--- src/rtl/cpec_div.sv ---
// Shared restoring divider giving one quotient bit per cycle, 32 quotient bits.
module cpec_div (
   input  logic        clock,
   input  logic        reset,
   input  logic        start,
   input  logic [63:0] num,
   input  logic [32:0] den,
   output logic        done,
   output logic [31:0] quo
);

   logic        busy_ff;
   logic        done_ff;
   logic [4:0]  cnt_ff;
   logic [32:0] rem_ff;
   logic [31:0] low_ff;
   logic [31:0] q_ff;
   logic [32:0] den_ff;
   logic [33:0] trial;
   logic        ge;

   assign trial = {rem_ff, low_ff[31]};
   assign ge    = trial >= {1'b0, den_ff};

   always_ff @(posedge clock) begin
      if (reset) begin
         busy_ff <= 1'b0;
         done_ff <= 1'b0;
         cnt_ff  <= 5'd0;
      end else begin
         done_ff <= 1'b0;
         if (start) begin
            busy_ff <= 1'b1;
            cnt_ff  <= 5'd0;
         end else if (busy_ff) begin
            cnt_ff <= cnt_ff + 5'd1;
            if (cnt_ff == 5'd31) begin
               busy_ff <= 1'b0;
               done_ff <= 1'b1;
            end
         end
      end
   end

   always_ff @(posedge clock) begin
      if (start) begin
         rem_ff <= {1'b0, num[63:32]};
         low_ff <= num[31:0];
         den_ff <= den;
      end else if (busy_ff) begin
         rem_ff <= ge ? 33'(trial - {1'b0, den_ff}) : trial[32:0];
         q_ff   <= {q_ff[30:0], ge};
         low_ff <= {low_ff[30:0], 1'b0};
      end
   end

   assign done = done_ff;
   assign quo  = q_ff;

endmodule

--- config.mk ---
export PLATFORM = sky130hd
export DESIGN_NAME = cpec_div
export DESIGN_NICKNAME = d
export VERILOG_FILES = /design/src/rtl/cpec_div.sv
export SDC_FILE = /design/constraint.sdc
export NUM_CORES = 1
export LEC_CHECK = 0
export BUFFER_PORTS_ARGS = -buffer_cell sky130_fd_sc_hd__buf_2
export CORE_ASPECT_RATIO = 0.6
export CORE_UTILIZATION = 58
export CTS_BUF_LIST = sky130_fd_sc_hd__clkbuf_4 sky130_fd_sc_hd__clkbuf_8
export CTS_CLUSTER_SIZE = 30
export DETAILED_ROUTE_END_ITERATION = 10
export GPL_TIMING_DRIVEN = 0
export PLACE_DENSITY = 0.83
export SLEW_MARGIN = 30
export SYNTH_ARGS = -nofsm -noshare
export SYNTH_HDL_FRONTEND = slang
export SYNTH_SLANG_ARGS = --single-unit
--- constraint.sdc ---
create_clock -name clock -period 4.35 [get_ports clock]
set_clock_uncertainty 0.1 [all_clocks]
set_input_delay 0.435 -clock clock [delete_from_list [all_inputs] [get_ports clock]]
set_output_delay 0.435 -clock clock [all_outputs]
set_load 0.02 [all_outputs]
Word level (Yosys, flattened, before mapping):

Index checks and enable logic that the tools add are counted.

* bits in latches: 0
* register bits: 137
* memories: 0
* output and inout port bits: 33
* ROM bits: 0
* bits in writable memories: 0
* word-level logic and storage cells: 27
* bits of input ports: 100

* add/subtract/negate cells: 2
* div/mod/pow operators: 0
* shifts and indexed selects: 0
* eq/ne operators: 1
* $lt $le $gt $ge: 1
* reductions and logical operators: 4
* bitwise operators: 2
* muxes and demuxes: 9
* $mul: 0

Operators by type and width (count)
* $mux W32: 4
* $ge A34 B33 Y1: 1
* $mux W33: 1
* $sub A33 B33 Y33: 1
* $add A5 B1 Y5 const B: 1
* $eq A5 B5 Y1 const B: 1
* $mux W1: 4
* $reduce_or A3 Y1: 1
* $not A1 Y1: 2
* $reduce_and A2 Y1: 1
* $reduce_bool A2 Y1: 1
* $reduce_or A2 Y1: 1

Logic depth before layout (Yosys ltp):

* word-level depth: 4
* depth in mapped cells: 16

Worst setup path before layout:

OpenSTA, ideal clock, no wires.

* path type: register -> register
* start: reg low_ff[31]
* end: reg rem_ff[0] (data pin)
* path buffers: 2
* setup slack: 0.904 ns
* library setup time: 0.260 ns
* data required time: 3.990 ns
* data arrival time: 3.086 ns
* cell stages (with the launch flop): 16
* cells stage by stage: edfxtp_1 inv_1 ha_1 inv_1 fa_1 a211oi_2 o21ai_1 a31o_1 a221o_1 o21ai_1 o21ai_2 a31oi_2 buf_6 buf_8 mux2i_1 mux2_4

* longest elaborated chain between the ends: 4

RTL lines
* from (decl): RTL line 16 `logic [31:0] low_ff;`
* from (signal assigned): RTL line 48 `low_ff <= num[31:0];`
* from (signal assigned): RTL line 53 `low_ff <= {low_ff[30:0], 1'b0};`
* $sub A33 B33 Y33 or $ge A34 B33 Y1 (tied branches): RTL line 51, 23
* $mux W33 *: RTL line 51 `rem_ff <= ge ? 33'(trial - {1'b0, den_ff}) : trial[32:0];`
* $mux W32 *: RTL line 50 `end else if (busy_ff) begin`
* $mux W32 *: RTL line 46 `if (start) begin`
* to (signal assigned): RTL line 47 `rem_ff <= {1'b0, num[63:32]};`
* to (signal assigned): RTL line 51
* to (decl): RTL line 15 `logic [32:0] rem_ff;`

Every way passes the cells marked *; elsewhere a longest branch is shown, timed or not. The select of a mux whose other input is x is not followed.
A chain may end at the register's enable or synchronous reset.

Worst setup path after layout:

* start: reg low_ff[31]
* end: reg rem_ff[27] (data pin)

The elaborated chain is that of the path after synthesis.

==> metrics <==
Placer Congestion=0.9541; Synth Area in Adders=6.506%; Tmin final=4.123 ns; hold depth=1; area delta synth->final=19.05%; dpl hpwl=12.16 mm; Worst-Skew Late Latency=0.45 ns; # DRC=0; P_leak=3.536 nW; Syn Inst Count=593; core area=11,560 um2; Power per Cell Area=514.5 nW/um2; Ports=133; Synth area leaders=edfxtp_1 55%, ha_1 6.2%, mux2_2 5.0%; # nets final=881; Die ar.=12,600 um2; global-route wire length before repair=26.65 mm; post-route cell area=8381 um2; Port Buffer Count=132; Rel. slew slack=42.13%; 1st-iter DRT viols=587; Routed WL=17.35 mm; VDD IR max=0.2709 mV; WP data arrival=4.22 ns; status=finished clean; Syn. warnings=0; Post-synth ARST share=0%; Setup crit end kind=register; Post-CTS Setup Repair Bufs=0; setup_tns=0 ns; share of synthesized area spent on multiplexers=6.026%; Max-Cap Viols=0; Starting Density=60.89%; total power draw=4.312 mW; CTS Sinks=137; Final Max Tran Viols=0; Routed Antenna Nets=0; Final period util=94.78%; unrepaired setup endpoints after global routing=false; R2R Path Start=low_ff[31]; Layout Cells excl Fill=918; largest family of logic cells by synthesized area=compound AO/OA/AOI/OAI gates; Final Core Density=72.49%; Synth Area in Simple Gates=9.385%; vias in the first global route=5,275; top cells by count, synth=129 x edfxtp_1, 50 x nand2_1, 48 x inv_1; Critical Path Fanout Max=10; worst-margin pin slew=0.8680 ns; die height=87.34 um; final hold slack=0.05419 ns; CTS tree=done; WS Path Type=reg2reg; Syn Nets=729; Num CTS Buffers=17; Compound-Gate Fraction of Synth Area=13.65%; most common cell in the netlist=edfxtp_1; DP Area=7923 um2; gr ovfl total=0; total iterations of the first detailed-routing run=5; R2R setup slack=0.23 ns; die width=144.2 um; Bufs on Longest Clock Path=2; Main synth FF type=edfxtp_1; row count=30; setup violation total in the final timing report=0; setup slack at placement=0.2658 ns; Via Count=5,417; RR Endpoint=rem_ff[27]; gr usage total=28.80%; startpoint types=register; Synth Area in XOR/XNOR=2.986%; R2R depth=14; Tightest Hold Check Type=in2reg; pin count of the biggest net entering global routing=43; Worst Hold End=den_ff[8]; largest area contributor in the netlist=edfxtp_1; n_diodes=0; count of final hold-check violations=0; Post-synth EDFFs=129; register area share after synthesis=57.31%; mean routed wirelength per cell=18.90 um; share of layout cells above drive strength 1=28.23%; Yosys reg bits=137; # H-tree levels=4; Inst Count DP=886; Setup WS post-layout=0.2270 ns; Synth cell types=62; initial antenna violation count=0; clk slew on worst S/H paths=0.08 ns; share of the synthesized area in the top cell type=55.03%; fmax=0.2425 GHz; Vias/cell=5.901; Syn Std Cell Area=7039 um2; CTS root buf=clkbuf_8; syn avg cell area=11.87 um2; Critical Path RT=4.45 ns; hold_sp=den[8]
-- cell families (layout without fill, tap and decap cells) --
logic type      Yosys count  in the layout
compound gates          147            147
xor+xnor                 24             24
fa+ha+maj                36             36
buf+inv                  70            235
flops                   137            137
mux                      38             38
simple gates            141            141
-- registers in the layout, indices dropped and copies added (netlist names) --
| signal | flops |
|---|---|
| den_ff | 33 |
| rem_ff | 33 |
| busy_ff | 1 |
| cnt_ff | 5 |
| low_ff | 32 |
| quo | 32 |
| done | 1 |
-- what timing repair did --
item	CTS	global route
hold buffers	0	0
gates resized for setup	0	3
setup endpoints to repair	0	7
-- cell usage in the layout (no fill, tap or decap), types with 3 or more instances in the layout --
cell       netlist  layout
o21a_1           7       7
inv_1           48      47
nand2_1         50      50
nor4_1           3       3
clkinv_2         0       3
a21o_1          12      12
bufinv_16        0       4
dfxtp_1          8       8
ha_1            35      35
buf_2            2     134
nor2_1          33      33
nand3_1          7       7
a31oi_1         20      20
nand4_1          5       5
a221o_1          5       5
nor3_1          14      14
mux2i_1          6       6
clkbuf_1        15      14
or3_1            3       3
clkbuf_8         0      20
a21oi_1         43      43
xnor2_1         15      15
nor2b_1          3       3
mux2_2          31      31
o21ai_0         22      22
clkbuf_4         0       4
o21ai_1          4       4
and2_1           3       3
a2bb2oi_1        4       4
o211ai_1         4       4
edfxtp_1       129     129
xor2_1           9       9
and3_1          10      10
-- metal layers --
metal,wire length (um),track usage [%],part of all wire [%]
met1,7641,39.81,44
met2,7826,44.88,45
met3,1551,6.157,8.9
met4,335,10.91,1.9
met5,0,0,0
-- power by group --
group          internal (mW)  switching, mW  total [mW]
clock                  0.694          0.496        1.19
combinational          0.578          0.833        1.41
sequential              1.63         0.0757        1.71
total                   2.91           1.41        4.31
-- worst max-delay path: stages, from the launching register on --
cell	delay, ns
edfxtp_1	0.39
inv_1	0.11
ha_1	0.18
inv_1	0.06
fa_1	0.43
a211oi_2	0.33
o21ai_1	0.16
a31o_1	0.27
a221o_1	0.48
o21ai_1	0.26
o21ai_2	0.15
a31oi_4	0.26
buf_6	0.19
nor2_1	0.13
a221o_1	0.37
-- how the worst max path moves through the flow --
| stage | cells past startpoint | from | to | slack, ns |
|---|---|---|---|---|
| finish | 14 | low_ff[31] | rem_ff[27] | 0.23 |
| global route | 16 | low_ff[31] | rem_ff[13] | 0.01 |
| CTS | 15 | low_ff[31] | rem_ff[14] | 0.21 |
| detailed placement | 15 | low_ff[31] | rem_ff[14] | 0.27 |
| global placement | 15 | low_ff[31] | rem_ff[13] | 0.30 |
| floorplan | 15 | low_ff[31] | rem_ff[0] | 0.90 |
-- cell type report --
type / count / area [um2]
sequential: 137 / 4034
fill: 844 / 3181
clock inverter: 8 / 142.6
buffer: 21 / 108.9
multi-input combinational: 386 / 2725
clock buffer: 24 / 305.3
timing repair buffer: 133 / 680.7
inverter: 49 / 183.9
tap: 160 / 200.2
No activity file was read; power rests on OpenSTA's default activity.
