<file path="src/rtl/cpec_sqrt.sv">
// Digit-by-digit integer square root, one result bit per cycle.
module cpec_sqrt (
   input  logic        clock,
   input  logic        reset,
   input  logic        start,
   input  logic [63:0] x,
   output logic        done,
   output logic [31:0] root
);

   logic        busy_ff;
   logic        done_ff;
   logic [4:0]  cnt_ff;
   logic [63:0] x_ff;
   logic [34:0] rem_ff;
   logic [31:0] root_ff;
   logic [34:0] r;
   logic [34:0] trial;
   logic        ge;

   assign r     = {rem_ff[32:0], x_ff[63:62]};
   assign trial = {1'b0, root_ff, 2'b01};
   assign ge    = r >= trial;

   always_ff @(posedge clock) begin
      if (reset) begin
         busy_ff <= 1'b0;
         done_ff <= 1'b0;
         cnt_ff  <= 5'd0;
      end else begin
         done_ff <= 1'b0;
         if (start) begin
            busy_ff <= 1'b1;
            cnt_ff  <= 5'd0;
         end else if (busy_ff) begin
            cnt_ff <= cnt_ff + 5'd1;
            if (cnt_ff == 5'd31) begin
               busy_ff <= 1'b0;
               done_ff <= 1'b1;
            end
         end
      end
   end

   always_ff @(posedge clock) begin
      if (start) begin
         x_ff    <= x;
         rem_ff  <= 35'd0;
         root_ff <= 32'd0;
      end else if (busy_ff) begin
         rem_ff  <= ge ? r - trial : r;
         root_ff <= {root_ff[30:0], ge};
         x_ff    <= {x_ff[61:0], 2'b00};
      end
   end

   assign done = done_ff;
   assign root = root_ff;

endmodule
</file>
<file path="config.mk">
export PLATFORM = sky130hd
export DESIGN_NAME = cpec_sqrt
export DESIGN_NICKNAME = d
export VERILOG_FILES = /design/src/rtl/cpec_sqrt.sv
export SDC_FILE = /design/constraint.sdc
export NUM_CORES = 1
export LEC_CHECK = 0
export BUFFER_PORTS_ARGS = -buffer_cell sky130_fd_sc_hd__buf_2
export CORE_MARGIN = 2
export CORE_UTILIZATION = 60
export CTS_BUF_LIST = sky130_fd_sc_hd__clkbuf_8
export DETAILED_ROUTE_END_ITERATION = 6
export HOLD_SLACK_MARGIN = 0.05
export PLACE_DENSITY = 0.82
export SLEW_MARGIN = 40
export SYNTH_ARGS = -nofsm -noshare
export SYNTH_HDL_FRONTEND = slang
export SYNTH_SLANG_ARGS = --single-unit
</file>
<file path="constraint.sdc">
create_clock -name clock -period 3.1 [get_ports clock]
set_input_delay 0.465 -clock clock [delete_from_list [all_inputs] [get_ports clock]]
set_output_delay 0.465 -clock clock [all_outputs]
set_load 0.1 [all_outputs]
</file>
Word-level counts from Yosys, hierarchy flattened

Cells that the tools add are included.

Register bits: 136
Bits of input ports: 67
Output and inout bits: 33
Logic and storage cells: 21

$add $sub $neg: 2
$lt $le $gt $ge: 1
Equal/unequal tests: 1
Multiplexer cells: 7
Bitwise gates (word level): 1
Reductions and logical operators: 3

Operators with widths:

| operator                                                      | count |
|---|---|
| 64-bit 2-to-1 mux                                             | 2 |
| 35-bit by 34-bit >= comparator with 1-bit output              | 1 |
| 33-bit 2-to-1 mux                                             | 1 |
| 33-bit subtractor                                             | 1 |
| 5-bit by 1-bit adder with 5-bit output, second input constant | 1 |
| 5-bit == test, second input constant                          | 1 |
| 1-bit 2-to-1 mux                                              | 4 |
| 3-bit OR reduction                                            | 1 |
| 2-bit nonzero test                                            | 1 |
| 2-bit OR reduction                                            | 1 |
| 1-bit NOT                                                     | 1 |

Logic depth before layout (Yosys ltp)

Word-level depth: 4
Gate-level depth with buffers: 13
Mapped depth without buffers: 10

Least setup slack after synthesis

OpenSTA, ideal clock, no wires.

Path type: reg2reg
Start: register root_ff[12] (netlist: root[12])
End: register rem_ff[26]
Library setup time: 131 ps
Arrival: 3150 ps
Data required time: 2969 ps
Setup slack: -182 ps
Stages on the path, launching flop included: 12
Path buffers: 1
Clock period less this slack: 3282 ps
Cell sequence: dfxtp_1 inv_1 ha_1 buf_6 a21oi_4 nand2_2 or4_4 o21ai_4 nand4_4 and2_4 a2111oi_2 o31ai_2

Word-level cells in the longest chain between the ends: 2
Elaborated cells between the ends (all ways): 3
Those cells by class: add/sub: 1; order compare: 1; mux: 1

Ends and longest elaborated chain:

| what                                                                                  | RTL line | RTL |
|---|---|---|
| start: declaration                                                                    | 16       | `logic [31:0] root_ff;` |
| start signal: assignment                                                              | 52       | `root_ff <= {root_ff[30:0], ge};` |
| 33-bit subtractor or 35-bit by 34-bit >= comparator with 1-bit output (tied branches) | 51, 23   |  |
| 33-bit 2-to-1 mux *                                                                   | 51       | `rem_ff <= ge ? r - trial : r;` |
| end signal: assignment                                                                | 51       |  |
| end: declaration                                                                      | 15       | `logic [34:0] rem_ff;` |

Every way passes the cells marked *; elsewhere a longest branch is shown, timed or not.
A chain may end at the register's enable or synchronous reset.

Worst setup path after layout

Start: register root_ff[23] (netlist: root[23])
End: register rem_ff[20]

Word-level cells in the longest chain between the ends: 2

Ends and longest elaborated chain:

| what                                             | RTL line | RTL |
|---|---|---|
| 35-bit by 34-bit >= comparator with 1-bit output | 23       | `assign ge = r >= trial;` |
| 33-bit 2-to-1 mux                                | 51       |  |

No other way between the ends.

==> impl_results.md <==
- RSZ-0062 raised after global routing: false
- Fin crit share: 0.931
- Clock Skew: 0.00856 ns
- CP max FO: 11
- Slew HR: 0.465
- First-iteration detailed-routing DRC count: 505
- First-pass GRT wire length: 28900 um
- First-pass DRT Iterations: 7
- Antenna Nets Post-Route: 0
- Final hold slack: 0.149 ns
- Synth Register Bits: 136
- Count of final setup violators: 0
- Synth Instances: 756
- Syn Nets: 859
- Hold Crit Class: input port to flop
- Flop pwr share: 0.263
- Nature of the critical path startpoint: flop
- Clock share of power: 0.162
- Final core utilization: 0.691
- Worst-Margin Slew: 0.803 ns
- Core Rows: 41
- Cell variety after synth: 75
- CTS root buffer: clkbuf_8
- Layout cells sized above 1: 0.293
- Fillers: 1008
- Final Net Count: 949
- DR DRC count: 4
- Clock Pin Slew Worst Setup and Hold Paths: 0.08 ns
- LEAKAGE: 3.62 nW
- CTS H-tree depth: 4
- Count of input and output buffers: 99
- Register area share after synthesis: 0.435
- DIE AREA: 13800 sq um
- Cell total after placement: 999
- Peak supply drop: 773 uV
- Die height: 117 um
- Die X: 117 um
- Total of warnings raised by yosys: 0
- Most frequent cells in the layout: buf_2, nor2_1, edfxtp_1, mux2_2, nand2_1
- Final Slew Violations: 0
- Clk buf depth: 2
- Max_cap viols: 0
- Endpoints failing hold: 0
- EDFF count, synth: 64
- Internal power: 0.00484 W
- Most common cell after layout, fill and taps aside: buf_2
- Multi-input logic area: 3980 sq um
- Sink Count: 136
- Ys flop type: dfxtp_1
- Vias in the first global route: 6021
- Largest net degree at the start of global routing: 79
- Register Area: 3390 sq um
- CTS tree: yes
- Crit Path Class: flop to flop
- Sw frac: 0.446
- Number of diodes: 0
- Logic gate share of total power: 0.575
- GR Util All Layers: 0.258
- Post-Synthesis Cell Area: 7730 sq um
- I/O pins: 100
- Setup TNS: 0 ns
- Antenna violations before repair: 0
- Drt total wl: 17400 um
- Worst skew pair latency: 0.47 ns
- Crit path time final: 2.89 ns
- Worst endpoint required time: 3.47 ns
- Via count: 6033
- Arr. time, crit path: 3.26 ns
- CTS buffer count: 17
- Area grow syn2layout: 12.9%
- Drt wl/cell: 16.9 um
- Max Fclk: 346 MHz
- Final Instance Count excl. Fillers: 1031
- Initial Util: 0.612
- Power Density: 1000 nW/um^2
- Detailed placer's ending HPWL: 12500 um
- Failing checks: DRC
- Psw: 0.00390 W
- Core area: 12600 sq um
- Final Wtd Congestion: 0.955
- CP endpoint kind: flop
- Async set or reset register ratio after synthesis: 0
- GR Overflow Total: 0
- Vias per cell: 5.85
- Synth Area per Inst: 10.2 sq um
- Status: finished, violations left
## power by group through the flow
stage | clock network (W) | logic [W] | registers [W]
after floorplan | 0 | 0.00408 | 0.00232
after global placement | 0 | 0.00471 | 0.00232
after detailed placement | 0 | 0.00488 | 0.00234
after CTS | 0.00144 | 0.00491 | 0.00230
after global routing | 0.00152 | 0.00541 | 0.00233
final | 0.00142 | 0.00503 | 0.00230
## final timing paths
check / from / end / slack, ns / depth (start not counted)
setup / recovery: root[23] / rem_ff[20] / 0.21 / 10
hold reg to reg: rem_ff[0] / rem_ff[0] / 0.47 / 2
setup reg to reg: root[23] / rem_ff[20] / 0.21 / 10
hold / removal: reset / busy_ff / 0.15 / 2
## routing by layer
layer | global-route usage | part of all wire | up-vias
met5 | 0 | 0 | -
met4 | 0.129 | 0.033 | 0
met3 | 0.0698 | 0.065 | 51
met2 | 0.423 | 0.49 | 227
met1 | 0.316 | 0.41 | 2847
li1 | - | - | 2908
## layout make-up
cell class,instances,area share
timing repair buffer,112,0.0687
sequential,136,0.389
inverter,43,0.0185
clock buffer,17,0.0268
clock inverter,15,0.0162
multi-input combinational,536,0.457
tap,172,0.0247
## state kept, by name (all words and copies together), names as in the netlist
register,flops
cnt_ff,5
done,1
busy_ff,1
x_ff,64
root,32
rem_ff,33
## kinds of logic after synthesis
family                     synth area share
and+or+nand+nor                       0.124
AOI/OAI and AO/OA                     0.140
DFF                                   0.435
muxes                                 0.160
buffers and inverters                0.0496
adders and majority gates            0.0583
xor gates and xnor gates             0.0329
## metrics by stage
stage	instance area (sq um)	worst slack [ns]	power, W
after floorplan	7750	0.0216	0.00640
after detailed placement	8340	0.206	0.00721
after CTS	8720	0.174	0.00865
after global routing	8720	0.00279	0.00925
after global placement	8340	0.304	0.00704
final	8720	0.213	0.00875
## cells in the mapped netlist (3+ instances only)
master,number,share of area
nor2_1,89,0.043
dfxtp_1,72,0.19
edfxtp_1,64,0.25
mux2_2,62,0.090
nand2_1,56,0.027
mux2i_1,52,0.067
inv_1,43,0.021
ha_1,36,0.058
a21oi_1,35,0.023
clkbuf_1,24,0.012
a211oi_1,18,0.017
o21ai_0,17,0.011
xor2_1,15,0.017
xnor2_1,14,0.016
nand3_1,11,0.0071
a21o_1,8,0.0078
nor3_1,8,0.0052
o21ai_1,8,0.0052
o31ai_1,7,0.0068
a311oi_1,6,0.0068
nand2b_1,6,0.0049
nand4_1,6,0.0049
and2_1,5,0.0040
buf_1,5,0.0024
buf_4,5,0.0049
a31oi_1,4,0.0032
and3_1,4,0.0032
buf_6,4,0.0058
a211oi_2,3,0.0049
a22oi_1,3,0.0029
nor2b_1,3,0.0024
nor4_1,3,0.0024
o211ai_1,3,0.0029
o21bai_1,3,0.0029
or3_1,3,0.0024
## worst max-delay path: stages, from the launching register on
cell      delay, ns
dfxtp_2        0.35
inv_1          0.05
ha_1           0.43
nand3_1        0.19
nor2_2         0.23
nand3_1        0.10
o31ai_1        0.33
nor2_1         0.13
a21o_2         0.33
or3_1          0.38
a311oi_1       0.27
## repair_timing
action                     in CTS  in global routing
setup buffers                   0                  0
hold buffers                    0                  0
setup endpoints to repair       0                  4
gates resized for setup         0                  1
Note: power is estimated with default switching activity, not from simulation.
