### src/rtl/cpec_mul.sv
// Shared unsigned 36 by 32 bit multiplier built from two passes of a 32 by 32 product.
module cpec_mul (
   input  logic        clock,
   input  logic        reset,
   input  logic        start,
   input  logic [35:0] a,
   input  logic [31:0] b,
   output logic        done,
   output logic [67:0] p
);

   logic        busy_ff;
   logic        done_ff;
   logic [1:0]  phase_ff;
   logic [35:0] a_ff;
   logic [31:0] b_ff;
   logic [63:0] prod_ff;
   logic [67:0] acc_ff;

   always_ff @(posedge clock) begin
      if (reset) begin
         busy_ff  <= 1'b0;
         done_ff  <= 1'b0;
         phase_ff <= 2'd0;
      end else begin
         done_ff <= 1'b0;
         if (start) begin
            busy_ff  <= 1'b1;
            phase_ff <= 2'd0;
         end else if (busy_ff) begin
            case (phase_ff)
               2'd0: phase_ff <= 2'd1;
               2'd1: phase_ff <= 2'd2;
               default: begin
                  busy_ff <= 1'b0;
                  done_ff <= 1'b1;
               end
            endcase
         end
      end
   end

   always_ff @(posedge clock) begin
      if (start) begin
         a_ff <= a;
         b_ff <= b;
      end else if (busy_ff) begin
         case (phase_ff)
            2'd0: prod_ff <= a_ff[31:0] * b_ff;
            2'd1: begin
               acc_ff  <= {4'b0, prod_ff};
               prod_ff <= {28'b0, a_ff[35:32]} * b_ff;
            end
            default: acc_ff <= acc_ff + {prod_ff[35:0], 32'b0};
         endcase
      end
   end

   assign done = done_ff;
   assign p    = acc_ff;

endmodule

### config.mk
export PLATFORM = sky130hd
export DESIGN_NAME = cpec_mul
export DESIGN_NICKNAME = d
export VERILOG_FILES = /design/src/rtl/cpec_mul.sv
export SDC_FILE = /design/constraint.sdc
export NUM_CORES = 2
export LEC_CHECK = 0
export ABC_AREA = 1
export BUFFER_PORTS_ARGS = -buffer_cell sky130_fd_sc_hd__buf_2
export CAP_MARGIN = 25
export CORE_UTILIZATION = 65
export CTS_BUF_LIST = sky130_fd_sc_hd__clkbuf_4
export CTS_CLUSTER_DIAMETER = 80
export DETAILED_ROUTE_END_ITERATION = 16
export PLACE_DENSITY = 0.83
export SETUP_SLACK_MARGIN = 0.02
export SLEW_MARGIN = 25
export SYNTH_ARGS = -nofsm -noshare
export SYNTH_HDL_FRONTEND = slang
export SYNTH_SLANG_ARGS = --single-unit
### constraint.sdc
create_clock -name clock -period 11.5 [get_ports clock]
set_input_delay 0 -clock clock [delete_from_list [all_inputs] [get_ports clock]]
set_output_delay 0 -clock clock [all_outputs]
set_load 0.02 [all_outputs]
# After elaboration in Yosys (flattened, before gate mapping)

Index checks and enable logic that the tools add are counted.

Register bits: 204
Output and inout port bits: 69
Word-level logic and storage cells: 29

Add/subtract/negate cells: 1
$mul: 2
Eq/ne operators: 1
Mux-type cells: 7
Bitwise logic cells: 3
Reductions and logical operators: 8

Operators by type and width:

| cell                 | number |
|---|---|
| $pmux W68 S2         | 1 |
| $pmux W64 S2         | 1 |
| $add A68 B68 Y68     | 1 |
| $mul A32 B32 Y64     | 1 |
| $mul A4 B32 Y36      | 1 |
| $reduce_and A3 Y1    | 2 |
| $mux W1              | 4 |
| $pmux W2 S2          | 1 |
| $reduce_or A2 Y1     | 2 |
| $not A1 Y1           | 3 |
| $reduce_or A3 Y1     | 1 |
| $eq A2 B1 Y1 const B | 1 |
| $logic_not A2 Y1     | 1 |
| $reduce_and A2 Y1    | 1 |
| $reduce_bool A2 Y1   | 1 |

# Depth between registers and ports, before layout

Depth in word-level cells: 5
Mapped depth: 32

# Least setup slack after synthesis

OpenSTA, ideal clock, no wires.

Path type: reg-to-reg
From: reg b_ff[8]
To: reg prod_ff[53] (data pin)
Data arrival time: 6300 ps
Required time: 11245 ps
Setup slack: 4945 ps
Cell stages (with the launch flop): 28
Path buffers: 2
Cells stage by stage: edfxtp_1 > clkbuf_1 > clkbuf_1 > nand2_1 > fa_1 > inv_1 > fa_1 > inv_1 > fa_1 > inv_1 > fa_1 > inv_1 > fa_1 > fa_1 > fa_1 > fa_1 > inv_1 > ha_1 > nand2_1 > inv_1 > a21oi_1 > nand2_1 > inv_1 > nand2_1 > a21oi_1 > nand3_1 > nand2_1 > nor2_1

Longest elaborated chain between the ends: 2

RTL lines:

| element                  | RTL line | RTL |
|---|---|---|
| start: declaration       | 16       | `logic [31:0] b_ff;` |
| start signal: assignment | 46       | `b_ff <= b;` |
| $mul A32 B32 Y64         | 49       | `2'd0: prod_ff <= a_ff[31:0] * b_ff;` |
| $pmux W64 S2             | 48       | `case (phase_ff)` |
| end signal: assignment   | 49       |  |
| end signal: assignment   | 52       | `prod_ff <= {28'b0, a_ff[35:32]} * b_ff;` |
| end: declaration         | 17       | `logic [63:0] prod_ff;` |

No other way between the ends.
A chain may end at the register's enable or synchronous reset.

# Final worst setup path

From: reg b_ff[18]
To: reg prod_ff[55] (data pin)

Same word-level chain as after synthesis.

==> results.py <==
metrics = {
    "run_status": {
        "status": "finished clean",
    },
    "synthesis": {
        "netlist_area_um2": 50200,
        "ys_seq_area_share_pct": 12.1,
        "yosys.area.top_type": "fa_1",
        "synth_area_leaders": "fa_1 (38%), nand2_1 (16%), inv_1 (15%)",
        "synth.avg_cell_area_um2": 7.49,
        "synthCells": 6700,
        "syn-num-nets": 8066,
        "synth_top_family_by_area": "adder cells",
        "synthDistinctLibCells": 48,
        "synthXorXnorAreaFrac_pct": 0.558,
        "muxShareOfSynthArea_pct": 0,
        "synth_seq_cells": 204,
        "ys_async_sr_fraction_pct": 0,
        "synthSimpleGateAreaFrac_pct": 20.6,
        "yosys_most_used_dff": "edfxtp_1",
        "synthAdderAreaFrac_pct": 46.6,
        "synth-warning-count": 0,
        "synth_compound_area_share_pct": 3.13,
        "synth_edf_count": 200,
        "synth_top_area_share_pct": 38.2,
    },
    "layout": {
        "fillers": 6159,
        "drive_gt1_share_pct": 5.58,
        "syn_to_final_growth_pct": 7.75,
        "layout.nets": 8234,
        "instances_no_fill": 7945,
    },
    "floorplan": {
        "fp.dieH_um": 280,
        "die-area_um2": 78300,
        "start_util_pct": 65.9,
        "pin_count": 140,
        "placementRows": 101,
        "core-area_um2": 76200,
        "die_w_um": 280,
    },
    "worst_setup_path": {
        "worst-path-buf-inv": 7,
        "rr_startpoint": "b_ff[18]",
        "crit_top_cell": "fa_1",
        "required_ns": 12.11,
        "path_max_fanout": 22,
        "critPathMaxStageDelay_ns": 0.81,
        "crit_arrival_ns": 8.40,
        "crit_path_start": "b_ff[18]",
        "crit_path_start_kind": "register",
        "criticalPathCategory": "reg2reg",
        "slowest_stage": "edfxtp_1",
        "cp-end-kind": "register",
        "critPathTopFamily": "adder cells",
    },
    "timing": {
        "final_hold_viol_count": 0,
        "finalSetupViolCount": 0,
        "final.min_clock_period_ns": 7.79,
        "slew_viol_final": 0,
        "maxSlewHeadroom_pct": 34.3,
        "tns_ns": 0,
        "tightest_slew_ns": 0.986,
        "skew_ns": 0.123,
        "max_freq_mhz": 128,
        "rsz0062_at_grt": "false",
        "post-route-period-util_pct": 67.7,
    },
    "global_route": {
        "grt_pass1_vias": 46375,
        "grt_usage_pct": 41.5,
        "antenna_found_initial": 6,
        "grt_pass1_wl_um": 246000,
        "grt_start_max_net_pins": 65,
        "grt_overflow": 0,
    },
    "clock_tree": {
        "cts_tree": "done",
        "clock-sinks": 204,
        "cts-htree-levels": 3,
        "cts.path.max_buffers": 3,
        "clk_pin_slew_ns": 0.08,
        "cts_inserted_buffers": 66,
        "clk_latency_ns": 0.94,
        "cts_root_buf": "clkbuf_4",
        "ctsResizeCount": 0,
    },
    "routing": {
        "firstDrtPassIters": 8,
        "num_vias": 43573,
        "drt-wirelength-per-cell_um": 19.6,
        "ant_nets": 0,
        "wl_um": 155000,
        "drc_errors": 0,
        "routed_via_density": 5.48,
        "first_iter_violations": 4308,
    },
    "worst_hold_path": {
        "hold_class": "in2reg",
        "hold_path_startpoint": "a[12]",
    },
    "placement": {
        "dp_cells": 7687,
        "hpwl_um": 118000,
        "io_buffers": 139,
        "place.gp.congestion": 1.03,
    },
    "job": {
        "cap_violations": 0,
    },
}
==> worst reg2reg max path, cell delays in order, from the launching register on <==
cell and delay (ns):
edfxtp_1 0.81, buf_4 0.51, nand2_1 0.13, inv_1 0.11, fa_1 0.42, inv_1 0.09
fa_1 0.38, inv_1 0.13, fa_1 0.47, fa_1 0.63, fa_1 0.45, fa_1 0.46
fa_1 0.49, inv_1 0.05, fa_1 0.47, inv_1 0.04, ha_1 0.39, nand2_1 0.13
nor2_1 0.35, nand2_1 0.28, inv_1 0.13, nand2_1 0.16, nor2_1 0.13, nand2_1 0.08
a21oi_1 0.18, nor2_1 0.06
==> metal layers <==
metal | share of wire [%] | vias up | routed length, µm | track usage, %
met1 | 35 | 20805 | 54700 | 50.1
met4 | 7.7 | 4 | 12000 | 27.8
met3 | 11 | 780 | 16700 | 8.23
met2 | 46 | 2592 | 71900 | 67.6
li1 | - | 19392 | - | -
met5 | 0.015 | - | 23 | 0
==> sequential cells by signal, indices dropped and copies added (netlist names) <==
name and flops:
a_ff 36, b_ff 32, busy_ff 1, done 1, p 68, phase_ff 2
prod_ff 64
==> area by class of cell <==
| cell class | instances | area [µm²] | share of cell area [%] |
|---|---|---|---|
| Sequential cell | 204 | 6090 | 11.3 |
| Multi-Input combinational cell | 4229 | 35600 | 65.8 |
| Clock buffer | 87 | 653 | 1.21 |
| Tap cell | 1030 | 1290 | 2.38 |
| Clock inverter | 26 | 161 | 0.298 |
| Timing Repair Buffer | 357 | 2740 | 5.06 |
| Inverter | 2010 | 7550 | 14.0 |
| Antenna cell | 2 | 5.00 | 0.00925 |
==> synthesized netlist by cell type, types with 17 or more instances <==
| cell type | count |
|---|---|
| o21ai_0 | 92 |
| a21oi_1 | 157 |
| nand2_2 | 19 |
| nor2_2 | 17 |
| ha_1 | 338 |
| nand3_1 | 136 |
| nand4_1 | 18 |
| edfxtp_1 | 200 |
| o21bai_1 | 17 |
| nand2_1 | 2080 |
| fa_1 | 957 |
| clkbuf_1 | 236 |
| inv_1 | 2009 |
| nor2_1 | 270 |
==> layout by cell type, fill, tap and decap left out, drive strengths merged <==
cell / n
clkbuf: 87
nor3: 16
nand3b: 15
ha: 338
bufinv: 1
o21ai: 98
fa: 957
o21a: 3
and2: 9
xnor2: 16
inv: 2012
clkinvlp: 4
o21bai: 17
and3: 3
a31oi: 3
clkinv: 19
dlygate4sd3: 141
diode: 2
nor4: 8
xor2: 16
nand3: 146
a211oi: 1
nor2: 288
dfxtp: 4
a21o: 4
nand2: 2099
edfxtp: 200
o31ai: 1
a21oi: 157
buf: 216
nand4: 18
nor3b: 1
or2: 7
a21boi: 4
o211ai: 2
o2bb2ai: 2
==> timing repair <==
action	in CTS	in global routing
hold endpoints to repair	140	0
buffers inserted	0	0
hold buffers	141	0
==> metrics by stage <==
step | setup WS, ns | hold WS (ns) | util [%] | area [µm²]
floorplan | 4.94 | 0.0691 | - | 50200
global placement | 3.71 | 0.176 | 67.9 | 51800
detailed placement | 3.60 | 0.178 | 68.0 | 51800
CTS | 3.61 | 0.254 | 70.9 | 54000
global route | 3.48 | 0.317 | 71.0 | 54100
finish | 3.71 | 0.298 | 71.0 | 54100
==> logic make-up after synthesis <==
logic type	Yosys count
AND/OR/NAND/NOR	2610
flip-flops	204
buffers and inverters	2267
XOR/XNOR	32
AO/OA/AOI/OAI	292
adder cells (fa/ha/maj)	1295
==> worst paths after layout <==
| check | endpoint | slack (ns) | cells past startpoint |
|---|---|---|---|
| max | prod_ff[55] | 3.71 | 25 |
| min | a_ff[12] | 0.30 | 3 |
| max reg2reg | prod_ff[55] | 3.71 | 25 |
| min reg2reg | p[55] | 0.48 | 2 |
Power is left out: the tool's default activity adds up to more than one toggle a clock period on the data nets, which glitch-free logic cannot reach.
