## config.mk

```make
export PLATFORM = sky130hd
export DESIGN_NAME = cpec_ram
export DESIGN_NICKNAME = d
export VERILOG_FILES = /design/src/rtl/cpec_ram.sv
export SDC_FILE = /design/constraint.sdc
export NUM_CORES = 1
export LEC_CHECK = 0
export BUFFER_PORTS_ARGS = -buffer_cell sky130_fd_sc_hd__buf_2
export CORE_MARGIN = 5
export CORE_UTILIZATION = 50
export DETAILED_ROUTE_END_ITERATION = 6
export GPL_ROUTABILITY_DRIVEN = 1
export PLACE_DENSITY_LB_ADDON = 0.15
export SLEW_MARGIN = 0
export SYNTH_ARGS = -nofsm -noshare
export SYNTH_HDL_FRONTEND = slang
export SYNTH_SLANG_ARGS = --single-unit
```

## constraint.sdc

```tcl
create_clock -name clock -period 3.81 [get_ports clock]
set_input_delay 0.5715 -clock clock [delete_from_list [all_inputs] [get_ports clock]]
set_output_delay 0.5715 -clock clock [all_outputs]
set_load 0.05 [all_outputs]
```

## src/rtl/cpec_ram.sv

```systemverilog
// Generic single-port-write, registered-read RAM.
module cpec_ram #(
   parameter int WIDTH = 1,
   parameter int DEPTH = 1024
) (
   input  logic                     clock,
   input  logic                     we,
   input  logic [$clog2(DEPTH)-1:0] waddr,
   input  logic [WIDTH-1:0]         wdata,
   input  logic [$clog2(DEPTH)-1:0] raddr,
   output logic [WIDTH-1:0]         rdata
);

   logic [WIDTH-1:0] mem [DEPTH];
   logic [WIDTH-1:0] rdata_ff;

   always_ff @(posedge clock) begin
      if (we) begin
         mem[waddr] <= wdata;
      end
      rdata_ff <= mem[raddr];
   end

   assign rdata = rdata_ff;

endmodule

```

After elaboration in Yosys (flattened, before gate mapping)

Memories as Yosys holds them, arrays and structs flattened. A register that Yosys moved wholly into a read port is not among the register bits.
Cells that the tools add are included.

Multiplexer cells: 2

Operators with widths:

| kind   | count |
|---|---|
| $mux 1 | 2 |

Register bits: 0
Bits in writable memories: 1,024
Bits of input ports: 23
Word-level logic and storage cells: 3
Memories: 1

Memories:

| memory | depth | width | read ports | clocked after memory_dff | write ports | RTL line | text |
|---|---|---|---|---|---|---|---|
| mem    | 1,024 | 1     | 1          | 1                        | 1           | 14       | `logic [WIDTH-1:0] mem [DEPTH];` |

Logic depth before layout (Yosys ltp)

Gate-level depths: netlist of the first run.

Depth after elaboration: 2
Depth in mapped cells: 15
Mapped depth without buffers: 8

Worst setup path after synthesis of the first run

No wires, ideal clock.

Path type: input -> register
Start point: in raddr[0]
End point: reg rdata_ff (netlist: rdata), read port of mem
Arrival time: 2,708 ps
Data required time: 3,673 ps
Path slack: 965 ps
Stages: 10
Buffers on the path: 4
Cells stage by stage: buf_6 -> buf_12 -> buf_12 -> buf_2 -> mux4_2 -> mux4_2 -> a211oi_1 -> nor2_1 -> o311ai_1 -> o2111ai_1

RTL lines:

| what        | RTL line | text |
|---|---|---|
| from (decl) | 10       | `input logic [$clog2(DEPTH)-1:0] raddr,` |
| to (decl)   | 15       | `logic [WIDTH-1:0] rdata_ff;` |

==> flow_summary.rst, run 1 <==
.. list-table::
   :header-rows: 1

   * - Metric
     - Value
   * - Global Route Usage Sum
     - a little over a quarter
   * - First-pass DRT Iterations
     - 6
   * - Worst Setup Path Type
     - in2reg
   * - Total congestion overflow
     - 0
   * - Sw frac
     - between 20% and 30%
   * - Portion of total power attributed to the clock network
     - a little over two fifths
   * - Post-CTS Setup Bufs
     - 0
   * - Switch Pwr
     - 5170 µW
   * - CTS tree
     - done
   * - WL final
     - approximately 130000 µm
   * - RSZ-0062 raised after global routing
     - no
   * - Instance count of the mapped netlist
     - approximately 3100
   * - Capture endpoint of the worst hold path
     - rdata$_DFF_P_
   * - Antenna Nets Post-Route
     - 0
   * - Yosys warning total
     - 0
   * - DPL Wire Length
     - approximately 74000 µm
   * - Deepest clock path buffer count
     - 3
   * - Wire length of the first global-routing pass
     - 188000 µm
   * - Sinks on Clock Net
     - 1025
   * - Headroom to the max-slew limit
     - between 10% and 20%
   * - Most area-hungry cell type in the Yosys netlist
     - sky130_fd_sc_hd__edfxtp_1
   * - Tmin final
     - 3330 ps
   * - Die span in y
     - 309 µm
   * - Final weighted congestion of routability-driven global placement
     - 0.835
   * - Via count of the first global-routing pass
     - ~27000
   * - Share of the synthesized area in the top cell type
     - slightly below 70%
   * - Crit path launch type
     - input pin
   * - Fraction of final layout cells sized beyond drive strength 1
     - around 18%
   * - Area enclosed by the die boundary
     - around 95000 µm²
   * - Worst Path Required
     - ~4400 ps
   * - Latest clock arrival within the worst-skew pair
     - approximately 670 ps
   * - Fraction of the yosys area taken by sequential cells
     - 68.9%
   * - Result of the run
     - completed
   * - Synth cell count leaders
     - sky130_fd_sc_hd__nor2_1 (1036), sky130_fd_sc_hd__edfxtp_1 (1024), sky130_fd_sc_hd__mux4_2 (200), sky130_fd_sc_hd__clkbuf_1 (186), sky130_fd_sc_hd__mux2i_1 (123)
   * - Multi-input gate area in the final layout
     - around 13000 µm²
   * - Final setup violation count
     - 0
   * - Antenna violations before repair
     - 9
   * - Register clock-pin slew on the reported worst setup and hold paths
     - approximately 60 ps
   * - Count of flip-flops with a built-in enable after synthesis
     - 1024
   * - Share of synthesized flip-flops with an asynchronous set or reset
     - 0%
   * - Peak ir drop on the vdd network
     - between 300 and 400 µV
   * - Final-stage net count
     - 3141
   * - Internal cell power
     - approximately 19000 µW
   * - Number of hold violations in the final report
     - 0
   * - # port buffers
     - 23
   * - Fill cell total of the finished layout
     - slightly above 7000
   * - DRC violation count after routing
     - 0
   * - Pin slew with the least headroom to its limit
     - roughly 1200 ps
   * - Register share of total power
     - between 50% and 60%
   * - DR vias
     - about 28000
   * - Clk_skew
     - 17.5 ps
   * - Core area
     - 88500 µm²
   * - Maximum number of pins on one net before global-route repair
     - roughly 130
   * - Routed vias/inst
     - between 6 and 7
   * - WL/cell
     - 29.8 µm
   * - Leakage Power
     - between 0.015 and 0.02 µW
   * - Final Instance Area
     - ~50000 µm²
   * - Largest driver fanout on the critical path
     - 22
   * - H-Tree Depth
     - 3
   * - Area of the mapped netlist
     - about 45000 µm²
   * - Cell area power density
     - 475 nW/µm²
   * - Syn avg cell area
     - 14.3 µm²
   * - Max-cap viol count
     - 0
   * - Clock buffer count from CTS
     - about 110
   * - Number of synthesized register bits
     - approximately 1000
   * - Area added between synthesis and finish
     - 11.9%
   * - Largest cells by area after synthesis
     - sky130_fd_sc_hd__edfxtp_1 (69%), sky130_fd_sc_hd__mux4_2 (10%), sky130_fd_sc_hd__nor2_1 (8.7%)
   * - Area of all sequential standard cells
     - approximately 31000 µm²
   * - Post-synth net total
     - approximately 3100
   * - Num ports
     - 24
   * - Logic gate share of total power
     - ~5.6%
   * - Portion of the clock cycle consumed by the worst path in the final layout
     - 87.5%
   * - Count of unique library cells instantiated by Yosys
     - 56
   * - Critical path arrival
     - 3870 ps
   * - DP Area
     - 46600 µm²
   * - Row count
     - between 100 and 150
   * - Total design power
     - 23700 µW
   * - Library cell with the highest instance count after synthesis
     - sky130_fd_sc_hd__nor2_1
   * - FF-to-FF End
     - rdata$_DFF_P_
   * - R2r startpoint
     - mem[443]$_DFFE_PP_
   * - Chip Width
     - 309 µm
   * - Number of hold buffers added after cts
     - 0
   * - FF-to-FF path depth
     - 8
   * - Worst Min Path Start
     - raddr[6]
   * - Highest achievable clock rate
     - 0.300 GHz
   * - Final-report max-slew violation count
     - 0
   * - Worst setup slack for register-to-register paths
     - 660 ps
   * - Clock tree root driver cell
     - sky130_fd_sc_hd__clkbuf_16
   * - DRC violation total after the first TritonRoute iteration
     - around 4000
   * - Class of the most critical hold timing path
     - in2reg
   * - CTS resizes
     - 0
   * - Kind of end point of the critical path
     - flip-flop
   * - Top FF cell, synth
     - sky130_fd_sc_hd__edfxtp_1
   * - Min-Delay Path Depth
     - 2
   * - Initial Utilization
     - 50.5%
[stage by stage]
step           setup slack (ps)  TNS [ps]  hold WS (ps)  cells  util (%)
4_1_cts                     534         0           295   4368      56.4
5_1_grt                     405         0           316   4369      56.4
3_5_place_dp              -39.2     -39.2           991   4174      52.7
3_3_place_gp               -193      -193          1030   4174      52.7
6_report                    476         0           334   4374      56.5
2_1_floorplan               965         0           670   3112         -
[kinds of logic (layout without fill, tap and decap cells)]
kind of cell / Yosys count / in the layout / share of synthesized area [%]
compound gates: 178 / 178 / 2.83
simple gates: 1260 / 1260 / 11.2
buf+inv: 309 / 400 / 3.30
mux: 340 / 340 / 13.7
flops: 1025 / 1025 / 68.9
other cells: 0 / 6 / 0
[final cells by class]
type,count,area share (%)
inverters,6,0.0451
multi-input cells,1778,25.1
well taps,1165,2.92
clock buffers,129,5.61
diodes,6,0.0300
repair buffers,200,3.68
flip-flops and latches,1025,61.6
clock inverters,65,1.02
[power groups by stage]
stage          combinational [µW]  clock [µW]  sequential, µW
6_report                     1330        9980           12400
5_1_grt                      1390       10600           12400
4_1_cts                      1320       10100           12400
3_5_place_dp                 1310           0           12700
3_3_place_gp                 1300           0           12700
2_1_floorplan                 718           0           12700
[metal layers]
metal | track usage [%] | vias up | share of wire (%)
met3 | 4.18 | 240 | 10
li1 | - | 11524 | -
met4 | 8.00 | 4 | 3.0
met1 | 38.4 | 14333 | 38
met5 | 0 | - | 0.021
met2 | 44.8 | 1567 | 48
[worst max-delay path, cell delays in order]
cell and delay (ps):
sky130_fd_sc_hd__buf_8 270, sky130_fd_sc_hd__buf_12 240, sky130_fd_sc_hd__mux4_1 560, sky130_fd_sc_hd__mux4_2 490, sky130_fd_sc_hd__nand2b_1 170, sky130_fd_sc_hd__a311oi_1 730
sky130_fd_sc_hd__buf_4 240, sky130_fd_sc_hd__nor3_1 80, sky130_fd_sc_hd__nor4_1 330, sky130_fd_sc_hd__o2111ai_1 140
[flip-flops by register name (all words and copies together), names as in the netlist]
name   flops
rdata      1
mem     1024
[layout by cell type, fill, tap and decap left out, types with 17 or more instances in the layout]
cell,n
sky130_fd_sc_hd__nor2_1,1036
sky130_fd_sc_hd__edfxtp_1,1024
sky130_fd_sc_hd__mux4_2,200
sky130_fd_sc_hd__buf_4,148
sky130_fd_sc_hd__mux2i_1,123
sky130_fd_sc_hd__clkbuf_16,109
sky130_fd_sc_hd__nand2_1,80
sky130_fd_sc_hd__o221ai_1,49
sky130_fd_sc_hd__nor3_1,37
sky130_fd_sc_hd__a21oi_1,37
sky130_fd_sc_hd__clkinv_1,31
sky130_fd_sc_hd__buf_12,29
sky130_fd_sc_hd__o22ai_1,28
sky130_fd_sc_hd__nand3_2,24
sky130_fd_sc_hd__clkbuf_1,20
sky130_fd_sc_hd__buf_2,20
sky130_fd_sc_hd__clkinv_2,19
sky130_fd_sc_hd__a22oi_1,17
[worst max path at each step]
stage	start	end	slack, ps	cells after the start
after floorplan	raddr[0]	rdata$_DFF_P_	960	10
after global placement	raddr[0]	rdata$_DFF_P_	-190	10
after detailed placement	raddr[0]	rdata$_DFF_P_	-40	10
after CTS	raddr[0]	rdata$_DFF_P_	530	10
after global routing	raddr[0]	rdata$_DFF_P_	410	10
final	raddr[0]	rdata$_DFF_P_	480	10
(Power assumes the default switching activity.)
==> inputs of run 2 (changes only) <==
--- a/config.mk
+++ b/config.mk
@@ -6,8 +6,8 @@
 export NUM_CORES = 1
 export LEC_CHECK = 0
 export BUFFER_PORTS_ARGS = -buffer_cell sky130_fd_sc_hd__buf_2
-export CORE_MARGIN = 5
 export CORE_UTILIZATION = 50
+export CTS_CLUSTER_DIAMETER = 40
 export DETAILED_ROUTE_END_ITERATION = 6
 export GPL_ROUTABILITY_DRIVEN = 1
 export PLACE_DENSITY_LB_ADDON = 0.15
==> flow_summary.rst, run 2 (synthesis results as in run 1) <==
.. list-table::
   :header-rows: 1

   * - Metric
     - Value
   * - Final setup violation count
     - 0 (unchanged)
   * - Max-cap viol count
     - 0 (unchanged)
   * - CTS tree
     - done (unchanged)
   * - Maximum number of pins on one net before global-route repair
     - 190 (was 129)
   * - Via count of the first global-routing pass
     - 27339 (was 27326)
   * - Cell area power density
     - 522 nW/µm² (was 475 nW/µm²)
   * - Number of hold violations in the final report
     - 0 (unchanged)
   * - # port buffers
     - 23 (unchanged)
   * - Worst Path Required
     - 4430 ps (was 4350 ps)
   * - Clock tree root driver cell
     - sky130_fd_sc_hd__clkbuf_16 (unchanged)
   * - Final-report max-slew violation count
     - 0 (unchanged)
   * - Antenna Nets Post-Route
     - 0 (unchanged)
   * - Max reg flops
     - 1024 (unchanged)
   * - DPL Wire Length
     - 72200 µm (was 73800 µm)
   * - Critical Path Start
     - raddr[0] (unchanged)
   * - Total design power
     - 26800 µW (was 23700 µW)
   * - Antenna violations before repair
     - 8 (was 9)
   * - Num ports
     - 24 (unchanged)
   * - H-Tree Depth
     - 4 (was 3)
   * - Die span in y
     - 301 µm (was 309 µm)
   * - Register clock-pin slew on the reported worst setup and hold paths
     - 50 ps (was 60 ps)
   * - Most common cell after layout, fill and taps aside
     - sky130_fd_sc_hd__nor2_1 (unchanged)
   * - Sum of negative setup slack
     - 0 ps (unchanged)
   * - Headroom to the max-slew limit
     - 32.2% (was 19.9%)
   * - Reg with most FFs
     - mem (unchanged)
   * - Sinks on Clock Net
     - 1025 (unchanged)
   * - Total congestion overflow
     - 0 (unchanged)
   * - Routed vias/inst
     - 6.23 (was 6.33)
   * - DR vias
     - 27567 (was 27668)
   * - Clk_skew
     - 31.5 ps (was 17.5 ps)
   * - DRC violation count after routing
     - 0 (unchanged)
   * - Final-stage net count
     - 3162 (was 3141)
   * - Crit path launch type
     - input pin (unchanged)
   * - WL final
     - 129000 µm (was 130000 µm)
   * - Tmin final
     - 2920 ps (was 3330 ps)
   * - Area enclosed by the die boundary
     - 90500 µm² (was 95400 µm²)
   * - First-pass DRT Iterations
     - 5 (was 6)
   * - CTS resizes
     - 0 (unchanged)
   * - Most used cells in the layout excluding fill and tap cells
     - sky130_fd_sc_hd__nor2_1 (1036), sky130_fd_sc_hd__edfxtp_1 (1024), sky130_fd_sc_hd__mux4_2 (200) (unchanged)
   * - Deepest clock path buffer count
     - 3 (unchanged)
   * - Clock buffer count from CTS
     - 139 (was 107)
   * - Final weighted congestion of routability-driven global placement
     - 0.828 (was 0.835)
   * - Global Route Usage Sum
     - 28.8% (was 27.2%)
   * - Post-CTS Setup Bufs
     - 0 (unchanged)
   * - Number of hold buffers added after cts
     - 0 (unchanged)
   * - Kind of end point of the critical path
     - flip-flop (unchanged)
   * - Row count
     - 109 (unchanged)
   * - Core area
     - 88400 µm² (was 88500 µm²)
   * - DRC violation total after the first TritonRoute iteration
     - 3481 (was 4048)
   * - Count of non-filler cells in the finished layout
     - 4426 (was 4374)
   * - Highest achievable clock rate
     - 0.342 GHz (was 0.300 GHz)
   * - Area added between synthesis and finish
     - 14.7% (was 11.9%)
   * - RSZ-0062 raised after global routing
     - no (unchanged)
   * - Wire length of the first global-routing pass
     - 186000 µm (was 188000 µm)
   * - Critical path arrival
     - 3540 ps (was 3870 ps)
   * - Latest clock arrival within the worst-skew pair
     - 740 ps (was 670 ps)
   * - Portion of the clock cycle consumed by the worst path in the final layout
     - 76.7% (was 87.5%)
   * - Result of the run
     - completed (unchanged)
   * - Peak ir drop on the vdd network
     - 434 µV (was 360 µV)
   * - Class of the most critical hold timing path
     - in2reg (unchanged)
   * - Chip Width
     - 301 µm (was 309 µm)
   * - Worst Min Path Start
     - wdata (was raddr[6])
   * - WL/cell
     - 29.1 µm (was 29.8 µm)
   * - Worst Setup Path Type
     - in2reg (unchanged)
   * - R2r startpoint
     - mem[437]$_DFFE_PP_ (was mem[443]$_DFFE_PP_)
   * - Largest driver fanout on the critical path
     - 30 (was 22)
   * - Fraction of final layout cells sized beyond drive strength 1
     - 19.9% (was 18.2%)
   * - Pin slew with the least headroom to its limit
     - 1010 ps (was 1200 ps)
   * - Cell count after placement
     - 4163 (was 4174)
   * - Initial Utilization
     - 50.5% (about the same)
   * - Leakage Power
     - 0.0157 µW (was 0.0151 µW)
==> run 2: final timing paths <==
check                        to  slack (ps)  cells after the start
max               rdata$_DFF_P_         890                     11
min          mem[331]$_DFFE_PP_         200                      1
max reg2reg       rdata$_DFF_P_        1000                      7
min reg2reg       rdata$_DFF_P_        1170                      8
==> run 2: layer usage <==
layer / track usage, % / share of wire, % / vias up
met1: 38.8 / 39 / 14379
met5: 0 / 0.0085 / -
li1: - / - / 11615
met4: 9.46 / 3.1 / 2
met3: 5.55 / 9.1 / 247
met2: 47.4 / 49 / 1324
==> run 2: final cells by class <==
type                            count  area (µm²)
Timing Repair Buffer              189        1750
Multi-Input combinational cell   1778       12600
Tap cell                         1165        1460
Antenna cell                        4        10.0
Clock inverter                     95        1080
Clock buffer                      164        3590
Fill cell                        6970       37100
Sequential cell                  1025       30800
Inverter                            6        22.5
==> run 2: worst max-delay path, cell delays in order <==
cell and delay, ps:
sky130_fd_sc_hd__buf_8 360, sky130_fd_sc_hd__buf_12 290, sky130_fd_sc_hd__buf_4 190, sky130_fd_sc_hd__nor2b_1 190
sky130_fd_sc_hd__buf_4 150, sky130_fd_sc_hd__a2111oi_0 120, sky130_fd_sc_hd__a2111oi_0 660, sky130_fd_sc_hd__nand4_1 200
sky130_fd_sc_hd__and4_1 270, sky130_fd_sc_hd__nor4_1 340, sky130_fd_sc_hd__o2111ai_1 140
==> run 2: stage by stage <==
stage	hold slack, ps	setup slack [ps]	utilization (%)	cell area [µm²]
global route	193	717	58.0	51200
CTS	155	945	58.0	51200
global placement	947	222	52.7	46600
detailed placement	951	172	52.7	46600
finish	197	887	58.0	51200
floorplan	670	965	-	44700
==> run 2: power breakdown <==
part | switching [µW] | leakage (µW) | internal [µW] | total [µW]
clock network | 5030 | 0.00227 | 7990 | 13000
registers | 5.60 | 0.00921 | 12400 | 12400
logic | 857 | 0.00422 | 453 | 1310
